===== config.mk =====
export PLATFORM = sky130hd
export DESIGN_NAME = rgb_to_hsv_converter
export DESIGN_NICKNAME = d
export VERILOG_FILES = /design/src/rgb2hsv_pkg.sv /design/src/rgb_to_hsv_converter.sv
export SDC_FILE = /design/constraint.sdc
export NUM_CORES = 1
export LEC_CHECK = 0
export BUFFER_PORTS_ARGS = -buffer_cell sky130_fd_sc_hd__buf_2
export CAP_MARGIN = 40
export CORE_AREA = 8 8 274 276
export DETAILED_ROUTE_END_ITERATION = 10
export DIE_AREA = 0 0 282 284
export GPL_TIMING_DRIVEN = 0
export PLACE_DENSITY = 0.73
export SLEW_MARGIN = 20
export SYNTH_ARGS = -nofsm -noshare
export SYNTH_HDL_FRONTEND = slang
export SYNTH_SLANG_ARGS = --single-unit
export TNS_END_PERCENT = 100

===== constraint.sdc =====
create_clock -name clk -period 5.3 [get_ports clk]
set_input_delay 0.795 -clock clk [delete_from_list [all_inputs] [get_ports clk]]
set_output_delay 0.795 -clock clk [all_outputs]
set_load 0.05 [all_outputs]

===== src/rgb2hsv_pkg.sv =====
// Shared types and sizes for the RGB to HSV converter.
package rgb2hsv_pkg;

  // channel width of the incoming pixel
  localparam int CHANNEL_BITS = 8;
  // hue and saturation are 16-bit fractions
  localparam int FRAC_BITS = 16;

  typedef struct packed {
    logic [CHANNEL_BITS-1:0] red;
    logic [CHANNEL_BITS-1:0] green;
    logic [CHANNEL_BITS-1:0] blue;
  } pixel_rgb_t;

  typedef struct packed {
    logic [FRAC_BITS-1:0]    hue;
    logic [FRAC_BITS-1:0]    saturation;
    logic [CHANNEL_BITS-1:0] value;
  } pixel_hsv_t;

endpackage


===== src/rgb_to_hsv_converter.sv =====
// RGB to HSV converter: pipelined max/min stage, setup stage and two long dividers.
//
// Converts one RGB pixel per clock, while the output is not stalled, into hue,
// saturation and value. The word passes through a max/min stage, a divider
// setup stage, eight divider stages that each retire two quotient bits of both
// the hue and the saturation division, and an output register. Each stage holds
// its word only while the stage after it is full, so a stalled output fills the
// empty slots behind it before the input side stops taking words. Hue is a
// fraction of a full turn (65536 = one turn) and is 0 for gray; saturation is
// floor(range * 65535 / max) and is 0 for black; value is the largest channel.
// Ties for the largest channel go to red, then green.
module rgb_to_hsv_converter (
  input  logic                    clk,
  input  logic                    rst,
  input  logic                    pixel_valid,
  output logic                    pixel_ready,
  input  rgb2hsv_pkg::pixel_rgb_t pixel,
  output logic                    result_valid,
  input  logic                    result_ready,
  output rgb2hsv_pkg::pixel_hsv_t result
);
  import rgb2hsv_pkg::*;

  // two quotient bits per divider stage
  localparam int STEPS_PER_STAGE = 2;
  localparam int DIV_STAGES = FRAC_BITS / STEPS_PER_STAGE;
  // 6 * range needs three more bits than a channel
  localparam int DEN_BITS = CHANNEL_BITS + 3;
  // partial remainder plus the bit shifted in
  localparam int REM_BITS = DEN_BITS + 1;
  localparam int PROD_BITS = CHANNEL_BITS + FRAC_BITS;

  // sector of the largest channel
  localparam logic [1:0] SECTOR_RED   = 2'd0;
  localparam logic [1:0] SECTOR_GREEN = 2'd1;
  localparam logic [1:0] SECTOR_BLUE  = 2'd2;

  typedef struct packed {
    logic [REM_BITS-1:0]     hue_rem;
    logic [DEN_BITS-1:0]     hue_den;
    logic [FRAC_BITS-1:0]    hue_quo;
    logic [REM_BITS-1:0]     sat_rem;
    logic [CHANNEL_BITS-1:0] sat_den;
    logic [FRAC_BITS-1:0]    sat_num;
    logic [FRAC_BITS-1:0]    sat_quo;
    logic                    gray;
    logic                    black;
    logic [CHANNEL_BITS-1:0] value;
  } div_word_t;

  // one restoring step of both dividers
  function automatic div_word_t div_step(div_word_t w);
    div_word_t           o;
    logic [REM_BITS-1:0] hs;
    logic [REM_BITS-1:0] ss;
    logic [REM_BITS-1:0] hd;
    logic [REM_BITS-1:0] sd;
    o  = w;
    hd = REM_BITS'(w.hue_den);
    sd = REM_BITS'(w.sat_den);
    hs = {w.hue_rem[REM_BITS-2:0], 1'b0};
    ss = {w.sat_rem[REM_BITS-2:0], w.sat_num[FRAC_BITS-1]};
    if (hs >= hd) begin
      o.hue_rem = hs - hd;
      o.hue_quo = {w.hue_quo[FRAC_BITS-2:0], 1'b1};
    end else begin
      o.hue_rem = hs;
      o.hue_quo = {w.hue_quo[FRAC_BITS-2:0], 1'b0};
    end
    if (ss >= sd) begin
      o.sat_rem = ss - sd;
      o.sat_quo = {w.sat_quo[FRAC_BITS-2:0], 1'b1};
    end else begin
      o.sat_rem = ss;
      o.sat_quo = {w.sat_quo[FRAC_BITS-2:0], 1'b0};
    end
    o.sat_num = {w.sat_num[FRAC_BITS-2:0], 1'b0};
    return o;
  endfunction

  // stage A: max, span (max minus min), sector and the two channels of the hue difference
  logic                    a_valid;
  logic [CHANNEL_BITS-1:0] a_max;
  logic [CHANNEL_BITS-1:0] a_span;
  logic [1:0]              a_sector;
  logic [CHANNEL_BITS-1:0] a_plus;
  logic [CHANNEL_BITS-1:0] a_minus;

  // stage B: divider operands
  logic      b_valid;
  div_word_t b_word;

  // divider stages
  logic      d_valid [DIV_STAGES];
  div_word_t d_word  [DIV_STAGES];

  // per-stage "will be free after this edge"
  logic take_a;
  logic take_b;
  logic take_d [DIV_STAGES+1];

  // combinational values for stages A and B
  logic [CHANNEL_BITS-1:0] max_next;
  logic [CHANNEL_BITS-1:0] min_next;
  logic [1:0]              sector_next;
  logic [CHANNEL_BITS-1:0] plus_next;
  logic [CHANNEL_BITS-1:0] minus_next;
  logic [REM_BITS-1:0]     off_span;
  logic [REM_BITS-1:0]     hue_num;
  logic [DEN_BITS-1:0]     den6;
  logic [PROD_BITS-1:0]    sat_prod;
  div_word_t               b_next;

  // ready chain from the output back to the input
  assign take_d[DIV_STAGES] = ~result_valid | result_ready;
  for (genvar k = 0; k < DIV_STAGES; k++) begin : g_take
    assign take_d[k] = ~d_valid[k] | take_d[k+1];
  end
  assign take_b      = ~b_valid | take_d[0];
  assign take_a      = ~a_valid | take_b;
  assign pixel_ready = take_a;

  // largest channel with red then green winning ties
  always_comb begin
    if (pixel.red >= pixel.green && pixel.red >= pixel.blue) begin
      max_next    = pixel.red;
      sector_next = SECTOR_RED;
      plus_next   = pixel.green;
      minus_next  = pixel.blue;
    end else if (pixel.green >= pixel.blue) begin
      max_next    = pixel.green;
      sector_next = SECTOR_GREEN;
      plus_next   = pixel.blue;
      minus_next  = pixel.red;
    end else begin
      max_next    = pixel.blue;
      sector_next = SECTOR_BLUE;
      plus_next   = pixel.red;
      minus_next  = pixel.green;
    end
    if (pixel.red <= pixel.green && pixel.red <= pixel.blue) begin
      min_next = pixel.red;
    end else if (pixel.green <= pixel.blue) begin
      min_next = pixel.green;
    end else begin
      min_next = pixel.blue;
    end
  end

  always_ff @(posedge clk) begin
    if (rst) begin
      a_valid <= 1'b0;
    end else if (take_a) begin
      a_valid <= pixel_valid;
    end
    if (take_a) begin
      a_max    <= max_next;
      a_span   <= max_next - min_next;
      a_sector <= sector_next;
      a_plus   <= plus_next;
      a_minus  <= minus_next;
    end
  end

  // hue numerator folded into [0, 6*range), denominators, range * 65535
  always_comb begin
    case (a_sector)
      SECTOR_GREEN: off_span = REM_BITS'({a_span, 1'b0});
      SECTOR_BLUE:  off_span = REM_BITS'({a_span, 2'b00});
      default:      off_span = '0;
    endcase
    den6    = DEN_BITS'({a_span, 2'b00}) + DEN_BITS'({a_span, 1'b0});
    hue_num = REM_BITS'(a_plus) + off_span - REM_BITS'(a_minus);
    // negative hue wraps by one full turn
    if (hue_num[REM_BITS-1]) begin
      hue_num = hue_num + REM_BITS'(den6);
    end
    sat_prod = {a_span, FRAC_BITS'(0)} - PROD_BITS'(a_span);

    b_next         = '0;
    b_next.hue_rem = hue_num;
    b_next.hue_den = den6;
    b_next.sat_rem = REM_BITS'(sat_prod[PROD_BITS-1:FRAC_BITS]);
    b_next.sat_den = a_max;
    b_next.sat_num = sat_prod[FRAC_BITS-1:0];
    b_next.gray    = (a_span == '0);
    b_next.black   = (a_max == '0);
    b_next.value   = a_max;
  end

  always_ff @(posedge clk) begin
    if (rst) begin
      b_valid <= 1'b0;
    end else if (take_b) begin
      b_valid <= a_valid;
    end
    if (take_b) begin
      b_word <= b_next;
    end
  end

  // divider stages, two quotient bits each
  for (genvar k = 0; k < DIV_STAGES; k++) begin : g_div
    logic      prev_valid;
    div_word_t prev_word;
    div_word_t step_word [STEPS_PER_STAGE+1];

    if (k == 0) begin : g_first
      assign prev_valid = b_valid;
      assign prev_word  = b_word;
    end else begin : g_rest
      assign prev_valid = d_valid[k-1];
      assign prev_word  = d_word[k-1];
    end

    assign step_word[0] = prev_word;
    for (genvar s = 0; s < STEPS_PER_STAGE; s++) begin : g_step
      assign step_word[s+1] = div_step(step_word[s]);
    end

    always_ff @(posedge clk) begin
      if (rst) begin
        d_valid[k] <= 1'b0;
      end else if (take_d[k]) begin
        d_valid[k] <= prev_valid;
      end
      if (take_d[k]) begin
        d_word[k] <= step_word[STEPS_PER_STAGE];
      end
    end
  end

  // output register with gray and black overrides
  always_ff @(posedge clk) begin
    if (rst) begin
      result_valid <= 1'b0;
    end else if (take_d[DIV_STAGES]) begin
      result_valid <= d_valid[DIV_STAGES-1];
    end
    if (take_d[DIV_STAGES]) begin
      result.hue        <= d_word[DIV_STAGES-1].gray ? '0 : d_word[DIV_STAGES-1].hue_quo;
      result.saturation <= d_word[DIV_STAGES-1].black ? '0 : d_word[DIV_STAGES-1].sat_quo;
      result.value      <= d_word[DIV_STAGES-1].value;
    end
  end

endmodule


Word level (Yosys, flattened, before mapping)

Memories as Yosys holds them, arrays and structs flattened.
Index checks and enable logic that the tools add are counted.

RAM bits: 800
Register bits: 133
Bits of input ports: 28
Memories: 2

Mux-type cells: 117
Equality and inequality tests: 2
Reduce and logical (&&, ||, !) cells: 4
Add/sub/neg operators: 38
Bitwise operators: 30
$lt $le $gt $ge: 38

Memories:

| name    | depth | width | read ports | clocked after memory_dff | wr ports | RTL line                   | RTL |
|---|---|---|---|---|---|---|---|
| d_word  | 8     | 99    | 8          | 0                        | 8        | rgb_to_hsv_converter.sv:95 | `div_word_t d_word [DIV_STAGES];` |
| d_valid | 8     | 1     | 8          | 0                        | 8        | rgb_to_hsv_converter.sv:94 | `logic d_valid [DIV_STAGES];` |

Operator list:

| cell               | count |
|---|---|
| $ge 12x11->1       | 16 |
| $mux 12            | 16 |
| $mux 11            | 17 |
| $ge 12x8->1        | 15 |
| $sub 12x8->12      | 9 |
| $sub 12x11->12     | 8 |
| $sub 11x11->11     | 8 |
| $sub 11x8->11      | 7 |
| $mux 1             | 74 |
| $mux 8             | 8 |
| $ge 8x8->1         | 3 |
| $le 8x8->1         | 3 |
| $sub 24x8->24      | 1 |
| $pmux 10 s2        | 1 |
| $or 1x1->1         | 19 |
| $logic_not 8->1    | 2 |
| $add 8x12->12      | 1 |
| $add 10x9->11      | 1 |
| $add 11x11->11     | 1 |
| $not 1->1          | 11 |
| $sub 9x8->10       | 1 |
| $ge 9x8->1         | 1 |
| $sub 8x8->8        | 1 |
| $eq 2x1->1 const B | 1 |
| other kinds (3)    | 4 |

Depth between registers and ports, before layout

Gate-level depths: netlist of run 1.

Word-level depth: 14
Mapped depth: 22
Mapped depth without buffers: 21

Least setup slack after synthesis of run 1

OpenSTA, ideal clock, no wires.

Path kind: register -> register
Start point: memory d_word[1][138] in the netlist's numbering
End point: memory d_word[1][248] in the netlist's numbering, data pin
Library setup time: 262 ps
Path slack: 214 ps
Cell stages (with the launch flop): 21
Data arrival time: 4,824 ps
Cell sequence: edfxtp_1 inv_1 ha_1 inv_1 fa_1 a21o_1 a21oi_1 a21oi_1 nor3_4 clkbuf_1 o21ai_0 fa_1 a21o_1 a21oi_2 o21ai_0 o41ai_1 nor3b_1 a32o_1 nor4bb_2 buf_4 mux2_1

RTL lines:

| element     | RTL line |
|---|---|
| from (decl) | rgb_to_hsv_converter.sv:95 |

==> results by group, run 1 <==
Setup path
  – Crit path max fanout: 8
  – Reg2reg path depth: 20
  – Worst R2R Start: d_word[1][138]
  – Crit path DAT: 5.46 ns
  – CP endpoint kind: flop
  – CP max stage delay: approximately 0.40 ns
  – Slowest CP cell: edfxtp_1
  – Critical Path RT: roughly 5.7 ns
  – Flop-to-flop setup slack: ~0.19 ns
  – Buf/Inv on CP: 4
  – WS Path Type: flop to flop
  – Kind of cell adding the most delay to the critical path: compound AO/OA/AOI/OAI gates
  – CP Launch Type: flop
  – Worst R2R End: d_word[1][248]
  – CP cell instances: inv_1, ha_1, inv_1, fa_1, a21o_1, a21oi_4, a21oi_1, nor3_4, buf_4, mux2_2, ha_1, a21o_1, a21oi_2, o21ai_1, o41ai_2, nor3b_2, a32o_1, nor4bb_4, buf_4, mux2_1

Logic synthesis
  – Mapped Cells: around 3400
  – Post-synthesis sequential area ratio: between 40 and 50%
  – #FFs+latches synth: between 600 and 700
  – Avg Inst Size Synth: between 10 and 15 µm²
  – Post-synth EDFFs: ~620
  – Main synth FF type: edfxtp_1
  – Post-Syn Area: slightly below 0.04 mm²
  – Async SR Flop Fraction: 0%
  – Synth warn: 0
  – Post-synth cell types: 87
  – Syn_nets: between 3000 and 4000

Floorplanning
  – Width of the die: between 200 and 300 µm
  – Starting density of the core: between 50% and 60%
  – DIE AREA: 0.0801 mm²
  – IO Count: 70
  – Row count: just under 100
  – Core Area: slightly above 0.07 mm²
  – Die H: about 280 µm

Routing
  – Final ANT Viol Nets: 0
  – Number of vias per cell: ~5.6
  – Final WL: between 70 and 80 mm
  – Initial DRT Pass Iterations: 5
  – Vias: 25899
  – DRC viols: 0
  – Wirelength per Cell: around 16 µm
  – Iteration-0 DRC Markers: 1424

Cells and area
  – # nets final: ~4000
  – Diode count: 0
  – Layout cells sized above 1: 12.8%
  – Area grow syn2layout: 11.8%

Timing
  – Tmin final: between 5 and 6 ns
  – Worst-margin pin slew: between 0.7 and 0.8 ns
  – Sum Neg Setup Slack: 0 ns
  – Max_slew headroom: between 50 and 60%
  – Slew Limit Fails: 0
  – Fmax: 0.196 GHz
  – Layout Skew: 0.0335 ns
  – Period utilisation layout: a little over nine tenths
  – Setup-failing EPs final: 0
  – Final Hold Violating Endpoints: 0

Min path
  – Worst Min Path Start: b_word[28]
  – WHS Endpoint: d_word[0][28]
  – Hold WC Path Type: flop to flop
  – WHS Path Cells: 0

Clock tree
  – CTS root buffer: clkbuf_16
  – CTS tree: built
  – CTS H-tree lvls: 3
  – TritonCTS buffer count: 67
  – CTS max path bufs: 3
  – Worst-skew pair later-pin latency: 0.61 ns
  – Sink Count: roughly 620
  – Clk slew on worst S/H paths: 0.06 ns

Global route
  – First-pass GRT wire length: about 120 mm
  – Tot GR Track Use: 18.7%
  – Maximum number of pins on one net before global-route repair: 60
  – Initial antenna violation count: 0
  – GRT overflow: 0
  – Vias in the first global route: roughly 25000

Run status
  – Outcome: complete, no violations

Place
  – Port bufs: ~70
  – Post-DP HPWL: around 58 mm
  – GP Congestion: 0.889

Job
  – Max-cap violations: 0
[routing by layer]
metal / routed length, µm / global-route usage, %
met3: 2840 / 2.40
met1: 33600 / 23.4
met2: 38000 / 33.2
met4: 1790 / 5.75
met5: 0 / 0
[stage by stage]
step	setup WS, ns	area, µm²	utilization (%)	cells	hold WS (ns)
after CTS	0.00765	42700	60.4	4596	0.399
after floorplan	0.214	38500	-	3435	0.400
after global placement	-0.814	40100	56.6	4453	0.401
after detailed placement	-0.926	40300	57.0	4463	0.405
final	0.194	43100	60.9	4624	0.403
after global routing	-0.0105	43100	60.9	4624	0.410
[worst max-delay path by stage]
stage | cells past startpoint | slack (ns) | end | start
global route | 20 | -0.01 | d_word[0][247] | d_word[0][138]
CTS | 20 | 0.008 | d_word[0][352] | d_word[0][237]
floorplan | 20 | 0.21 | d_word[1][248] | d_word[1][138]
finish | 20 | 0.19 | d_word[1][248] | d_word[1][138]
detailed placement | 20 | -0.93 | d_word[1][249] | d_word[1][138]
global placement | 19 | -0.81 | d_word[1][248] | d_word[1][139]
[area by class of cell]
type | count | area [µm²]
inverter | 320 | 1220
buffer | 54 | 263
tap | 950 | 1190
sequential | 619 | 18600
clock inverter | 39 | 318
multi-input combinational | 2442 | 18800
timing repair buffer | 119 | 891
clock buffer | 81 | 1820
fill | 5685 | 27700
[cell families after synthesis]
logic type | count (synthesis) | share of synthesized area [%]
AO/OA/AOI/OAI | 807 | 13.3
XOR/XNOR | 216 | 4.91
adder cells (fa/ha/maj) | 388 | 13.3
buffers and inverters | 375 | 3.71
flip-flops | 619 | 48.2
multiplexers | 195 | 5.78
AND/OR/NAND/NOR | 835 | 10.8
[sequential cells by signal, indices dropped and copies added (netlist names)]
register      count
a_max             8
a_minus           8
a_plus            8
a_sector          2
a_span            8
a_valid           1
b_valid           1
b_word           52
d_valid           8
d_word          482
result           40
result_valid      1
[placed cells by master (no fill, tap or decap), drive strengths merged, types with 18 or more instances in the layout]
cell | synthesis | layout
clkbuf | 46 | 124
a211oi | 31 | 31
xnor2 | 136 | 136
mux2i | 30 | 30
o21a | 46 | 46
nand2 | 164 | 164
nor3 | 46 | 46
o21bai | 37 | 37
or2 | 26 | 26
fa | 35 | 35
o21ai | 196 | 196
ha | 353 | 353
xor2 | 80 | 80
nor2 | 278 | 278
edfxtp | 616 | 616
a21oi | 251 | 251
buf | 9 | 130
o31a | 20 | 20
inv | 320 | 323
clkinv | 0 | 31
nand3 | 33 | 33
mux2 | 165 | 165
o31ai | 19 | 19
nand4 | 52 | 52
a21o | 75 | 75
or3 | 18 | 18
nand2b | 39 | 39
o211ai | 22 | 22
nor2b | 95 | 95
[cells in the mapped netlist (8+ instances only)]
library cell | instances | area share, %
edfxtp_1 | 616 | 48
ha_1 | 353 | 11
inv_1 | 317 | 3.1
nor2_1 | 278 | 2.7
a21oi_1 | 250 | 3.2
o21ai_0 | 192 | 2.5
nand2_1 | 164 | 1.6
xnor2_1 | 136 | 3.1
mux2_2 | 121 | 3.5
nor2b_1 | 95 | 1.5
xor2_1 | 80 | 1.8
a21o_1 | 75 | 1.5
nand4_1 | 52 | 0.84
clkbuf_1 | 46 | 0.45
o21a_1 | 46 | 0.90
nand2b_1 | 39 | 0.63
nor3_1 | 39 | 0.51
o21bai_1 | 37 | 0.72
fa_1 | 35 | 1.8
nand3_1 | 33 | 0.43
a211oi_1 | 31 | 0.60
mux2i_1 | 30 | 0.78
mux2_1 | 26 | 0.76
or2_2 | 24 | 0.39
o211ai_1 | 22 | 0.43
o31a_1 | 20 | 0.45
mux2_4 | 18 | 0.70
o31ai_1 | 18 | 0.35
or3_1 | 18 | 0.29
a21boi_0 | 16 | 0.31
and2_1 | 14 | 0.23
nor3b_1 | 14 | 0.27
or4_1 | 13 | 0.25
and3_1 | 10 | 0.16
nor4_1 | 9 | 0.15
a211o_1 | 8 | 0.18
a22oi_1 | 8 | 0.16
[repair_timing]
| action | CTS | global route |
|---|---|---|
| setup buffers | 14 | 26 |
| pin swaps | 13 | 11 |
| hold buffers | 0 | 0 |
| setup endpoints to repair | 90 | 124 |
| gates cloned | 0 | 2 |
| gates resized for setup | 30 | 60 |
Power of run 1 is left out: the tool's default activity adds up to more than one toggle a clock period on the data nets, which glitch-free logic cannot reach.
==> inputs of run 2 (changes only) <==
- GPL_TIMING_DRIVEN: 0 -> unset
==> run 2 against run 1 <==
Effect of this change: hold slack worse by 0.0042 ns; sequential share of layout area is 0.42 points higher; first-iteration DRC count is 9.1% higher; routed wire length is 0.56% lower; via count is 0.90% lower; register-to-register slack better by 0.12 ns; critical path depth is 1 lower; clock skew is 0.0096 ns lower; global-route usage is 0.18 points higher; count of clock-buffer cells in the layout is 1 higher; fmax is 2.5% higher; final area is 0.96% lower.
==> results by group, run 2 (synthesized netlist as in run 1, its figures left out) <==
Run status
  – Outcome: complete, no violations

Timing
  – RSZ-0062 raised after global routing: false
  – Slew Limit Fails: 0
  – Sum Neg Setup Slack: 0 ns
  – Max_slew headroom: 49.2%
  – Layout Skew: around 0.024 ns
  – Worst-margin pin slew: around 0.76 ns
  – Tmin final: about 5.0 ns
  – Period utilisation layout: between 90% and 100%
  – Final Hold Violating Endpoints: 0
  – Setup-failing EPs final: 0
  – Fmax: around 0.20 GHz

Min path
  – Hold WC Path Type: flop to flop
  – WHS Endpoint: d_word[1][370]
  – Worst Min Path Start: d_word[1][269]
  – WHS Path Cells: 0

Floorplanning
  – Width of the die: roughly 280 µm
  – Starting density of the core: about 54%
  – Die H: 284 µm
  – Row count: 98
  – IO Count: 70
  – DIE AREA: between 0.08 and 0.09 mm²
  – Core Area: slightly above 0.07 mm²

Setup path
  – CP cell instances: inv_1, ha_1, inv_1, fa_1, a21o_1, a21oi_2, a21oi_1, nor3_2, mux2_2, ha_1, a21o_1, a21oi_1, o21ai_0, o41ai_2, nor3b_1, a32oi_2, nor3_4, inv_4, mux2_4
  – Slowest CP cell: o41ai_2
  – WS Path Type: flop to flop
  – Critical Path RT: between 5 and 6 ns
  – Flop-to-flop setup slack: 0.32 ns
  – Crit path max fanout: 8
  – Reg2reg path depth: 19
  – CP endpoint kind: flop
  – Crit path DAT: around 5.3 ns
  – CP Launch Type: flop
  – Worst R2R End: d_word[0][152]
  – CP max stage delay: about 0.44 ns
  – Worst R2R Start: d_word[0][39]

Cells and area
  – Final instance area: 0.0427 mm²
  – Fill count: 5671
  – Diode count: 0
  – Area grow syn2layout: 10.7%
  – Most flop-heavy register: d_word
  – Layout cells sized above 1: between 10 and 15%
  – Biggest regs: d_word: 482 flops, b_word: 52 flops, result: 40 flops
  – # nets final: between 3000 and 4000
  – Area of the multi-input gates: 0.0186 mm²
  – Commonest non-fill, non-tap cell in the layout: edfxtp_1
  – FF/Latch Area: about 0.019 mm²
  – Commonest non-fill, non-tap cells in the layout: 616 x edfxtp_1, 353 x ha_1, 310 x inv_1
  – Max reg flops: 482

Routing
  – Final WL: 75.7 mm
  – DRC viols: 0
  – Final ANT Viol Nets: 0
  – Initial DRT Pass Iterations: 5
  – Number of vias per cell: between 5 and 6
  – Vias: 25665
  – Iteration-0 DRC Markers: about 1600
  – Wirelength per Cell: around 17 µm

Clock tree
  – Clk slew on worst S/H paths: 0.06 ns
  – Sink Count: 619
  – CTS max path bufs: 3
  – Cts-stage hold buffer count: 0
  – Worst-skew pair later-pin latency: 0.61 ns
  – TritonCTS buffer count: 67
  – CTS tree: built
  – CTS root buffer: clkbuf_16
  – CTS H-tree lvls: 3

Place
  – Post-placement cell area: approximately 0.040 mm²
  – Post-DP HPWL: ~58 mm
  – Port bufs: just under 70
  – GP Congestion: 0.898

Global route
  – Maximum number of pins on one net before global-route repair: 60
  – GRT overflow: 0
  – Tot GR Track Use: about a fifth
  – Vias in the first global route: around 26000
  – Initial antenna violation count: 0
  – First-pass GRT wire length: about 130 mm

Job
  – Max-cap violations: 0
==> run 2: cell count changes in the layout (fill, tap and decap cells not counted), moves of 5 or more <==
| cell | delta |
|---|---|
| clkbuf_1 | -29 |
| o21ai_0 | +10 |
| o21ai_1 | -10 |
| a21oi_1 | +7 |
| buf_4 | +6 |
| bufinv_16 | +6 |
| clkbuf_2 | -6 |
| buf_2 | -5 |
| clkbuf_4 | -5 |
==> run 2: stage by stage <==
step	instances	hold slack [ns]	util [%]	worst slack, ns
after floorplan	3435	0.400	-	0.214
after global placement	4446	0.400	56.9	0.179
after detailed placement	4451	0.405	57.0	0.146
after CTS	4574	0.392	60.2	0.116
after global routing	4575	0.407	60.3	0.00868
final	4575	0.399	60.3	0.318
==> run 2: how the worst max path moves through the flow <==
stage	start	endpoint	slack (ns)	cells past startpoint
after floorplan	d_word[1][138]	d_word[1][248]	0.21	20
after global placement	b_word[80]	d_word[0][92]	0.18	18
after detailed placement	b_word[80]	d_word[0][95]	0.15	18
after CTS	b_word[80]	d_word[0][95]	0.12	18
after global routing	d_word[1][138]	d_word[1][247]	0.009	19
final	d_word[0][39]	d_word[0][152]	0.32	19
==> run 2: layout make-up <==
| cell class | count | area share, % |
|---|---|---|
| clock inverter | 41 | 1.14 |
| timing repair buffer | 122 | 1.86 |
| inverter | 320 | 2.83 |
| sequential | 619 | 43.5 |
| tap | 950 | 2.79 |
| multi-input combinational | 2441 | 43.7 |
| clock buffer | 82 | 4.21 |
==> run 2: repair_timing <==
item / CTS / global route
endpoints found under the setup margin: 0 / 66
gates resized for setup: 0 / 13
setup buffers: 0 / 1
==> run 2: worst max-delay path, delay by kind of cell, from the launching register on <==
| kind | cells | cell delay, ns |
|---|---|---|
| fa+ha+maj | 3 | 0.89 |
| mux | 2 | 0.71 |
| simple gates | 3 | 0.81 |
| compound gates | 8 | 1.67 |
| flops | 1 | 0.38 |
| buf+inv | 3 | 0.26 |
==> run 2: routing by layer <==
layer	share of wire [%]	GRT usage, %
met5	0	0
met4	3.2	6.88
met3	4.1	2.75
met2	49	32.7
met1	44	23.7
Power of run 2 is left out for the same reason.
==> inputs of run 3 (changes only) <==
- REMOVE_ABC_BUFFERS: unset -> 1
==> run 3 against run 2 <==
Effect of this change: cell count increased by 0.20%; via count increased by 0.44%; hold slack about the same; die area unchanged; global-route usage decreased by 0.29 points; critical path type unchanged; count of clock-buffer cells in the layout decreased by 1; sequential cell count unchanged; sequential share of layout area increased by 0.074 points; worst setup slack got worse by 0.12 ns; utilization decreased by 0.10 points; fmax decreased by 2.4%.
==> results by group, run 3 (synthesized netlist as in run 1, its figures left out) <==
Cells and area
  – # nets final: around 4000
  – Biggest regs: d_word: 482 flops, b_word: 52 flops, result: 40 flops
  – Diode count: 0
  – Max reg flops: about 480
  – Layout cells sized above 1: between 10% and 20%
  – Commonest non-fill, non-tap cells in the layout: 616 x edfxtp_1, 353 x ha_1, 310 x inv_1
  – Commonest non-fill, non-tap cell in the layout: edfxtp_1
  – Most flop-heavy register: d_word
  – Area grow syn2layout: 10.5%

Timing
  – Setup-failing EPs final: 0
  – Max_slew headroom: 41.1%
  – Layout Skew: ~0.028 ns
  – Period utilisation layout: between 90% and 100%
  – Final Hold Violating Endpoints: 0
  – Tmin final: between 5 and 6 ns
  – Slew Limit Fails: 0
  – Fmax: 0.196 GHz
  – Worst Slack Setup Final: around 0.19 ns
  – Worst-margin pin slew: between 0.8 and 0.9 ns

Floorplanning
  – Width of the die: 282 µm
  – Core Area: around 0.071 mm²
  – Die H: 284 µm
  – Row count: a little under 100
  – DIE AREA: 0.0801 mm²
  – Starting density of the core: a little over half
  – IO Count: 70

Clock tree
  – Worst-skew pair later-pin latency: ~0.6 ns
  – TritonCTS buffer count: between 60 and 70
  – Clk slew on worst S/H paths: 0.06 ns
  – Sink Count: 619
  – CTS H-tree lvls: 3
  – CTS root buffer: clkbuf_16
  – Cts-stage hold buffer count: 0
  – CTS tree: built
  – CTS max path bufs: 3

Routing
  – Final WL: ~76 mm
  – Vias: around 26000
  – Iteration-0 DRC Markers: between 1000 and 1500
  – Initial DRT Pass Iterations: 5
  – Wirelength per Cell: roughly 17 µm
  – Final ANT Viol Nets: 0
  – Number of vias per cell: 5.62
  – DRC viols: 0

Run status
  – Outcome: complete, no violations

Place
  – Port bufs: 69
  – Post-DP HPWL: between 50 and 60 mm
  – GP Congestion: 0.899
  – Pre-CTS setup slack: 0.150 ns

Global route
  – Tot GR Track Use: approximately 19%
  – Vias in the first global route: around 26000
  – GRT overflow: 0
  – GR Layer Usage met3: under 10%
  – Initial antenna violation count: 0
  – Met2 usage: around a third
  – Maximum number of pins on one net before global-route repair: 64
  – Grt met1 use: between 20% and 30%
  – First-pass GRT wire length: approximately 120 mm
  – Peak-usage layer in the global routing report: met2

Setup path
  – Crit path DAT: 5.44 ns
  – Critical Path RT: between 5 and 6 ns
  – WS Path Type: flop to flop
  – CP endpoint kind: flop
  – Crit path max fanout: 8
  – CP Launch Type: flop

Min path
  – Hold WC Path Type: flop to flop

Job
  – Max-cap violations: 0
## run 3: changes by cell type in the layout (fill, tap and decap cells not counted), moves of 2 or more
cell / delta
buf_4: +7
clkinv_1: +8
clkinv_4: -4
clkinvlp_4: +4
bufinv_16: -4
o21ai_1: +3
o21ai_0: -3
clkinv_8: -2
## run 3: final cells by class
class | instances | area [µm²]
tap | 950 | 1190
sequential | 619 | 18600
multi-input combinational | 2442 | 18600
timing repair buffer | 129 | 846
clock inverter | 43 | 374
clock buffer | 81 | 1790
fill | 5730 | 28200
inverter | 320 | 1210
## run 3: what timing repair did
action	4_1_cts	5_1_grt
setup endpoints to repair	0	42
hold endpoints to repair	0	0
resized for setup	0	18
setup buffers	0	5
## run 3: per-stage QoR
stage	TNS (ns)	instances	hold WS, ns	utilization [%]	instance area (µm²)
final	0	4584	0.399	60.2	42600
after global routing	-0.373	4584	0.403	60.2	42600
after CTS	0	4576	0.381	60.0	42500
after detailed placement	0	4452	0.405	57.0	40300
after global placement	0	4448	0.401	56.9	40200
after floorplan	-6.29	3380	0.400	-	38300
## run 3: metal layers
layer	part of all wire, %	routed length (µm)
met1	42	31900
met2	51	38700
met3	4.0	3040
met4	3.0	2250
met5	0	0
## run 3: final timing paths
path                                     start             end  slack [ns]  cells past startpoint
worst max-delay path            d_word[0][138]  d_word[0][248]        0.19                     19
worst min-delay path            d_word[0][312]   d_word[1][17]        0.40                      0
worst max register to register  d_word[0][138]  d_word[0][248]        0.19                     19
worst min register to register  d_word[0][312]   d_word[1][17]        0.40                      0
## run 3: worst max-delay path: stages (launching register included)
cell and delay (ns):
edfxtp_1 0.40, inv_1 0.07, ha_1 0.17, inv_1 0.06, fa_1 0.40, a21o_1 0.18, a21oi_1 0.18, a21oi_1 0.10
nor3_2 0.33, mux2_2 0.40, ha_1 0.33, a21o_1 0.19, a21oi_1 0.23, o21ai_0 0.19, o41ai_2 0.38, nor3b_1 0.28
a32oi_2 0.12, nor3_4 0.38, inv_4 0.13, mux2_4 0.32
Power of run 3 is left out for the same reason.
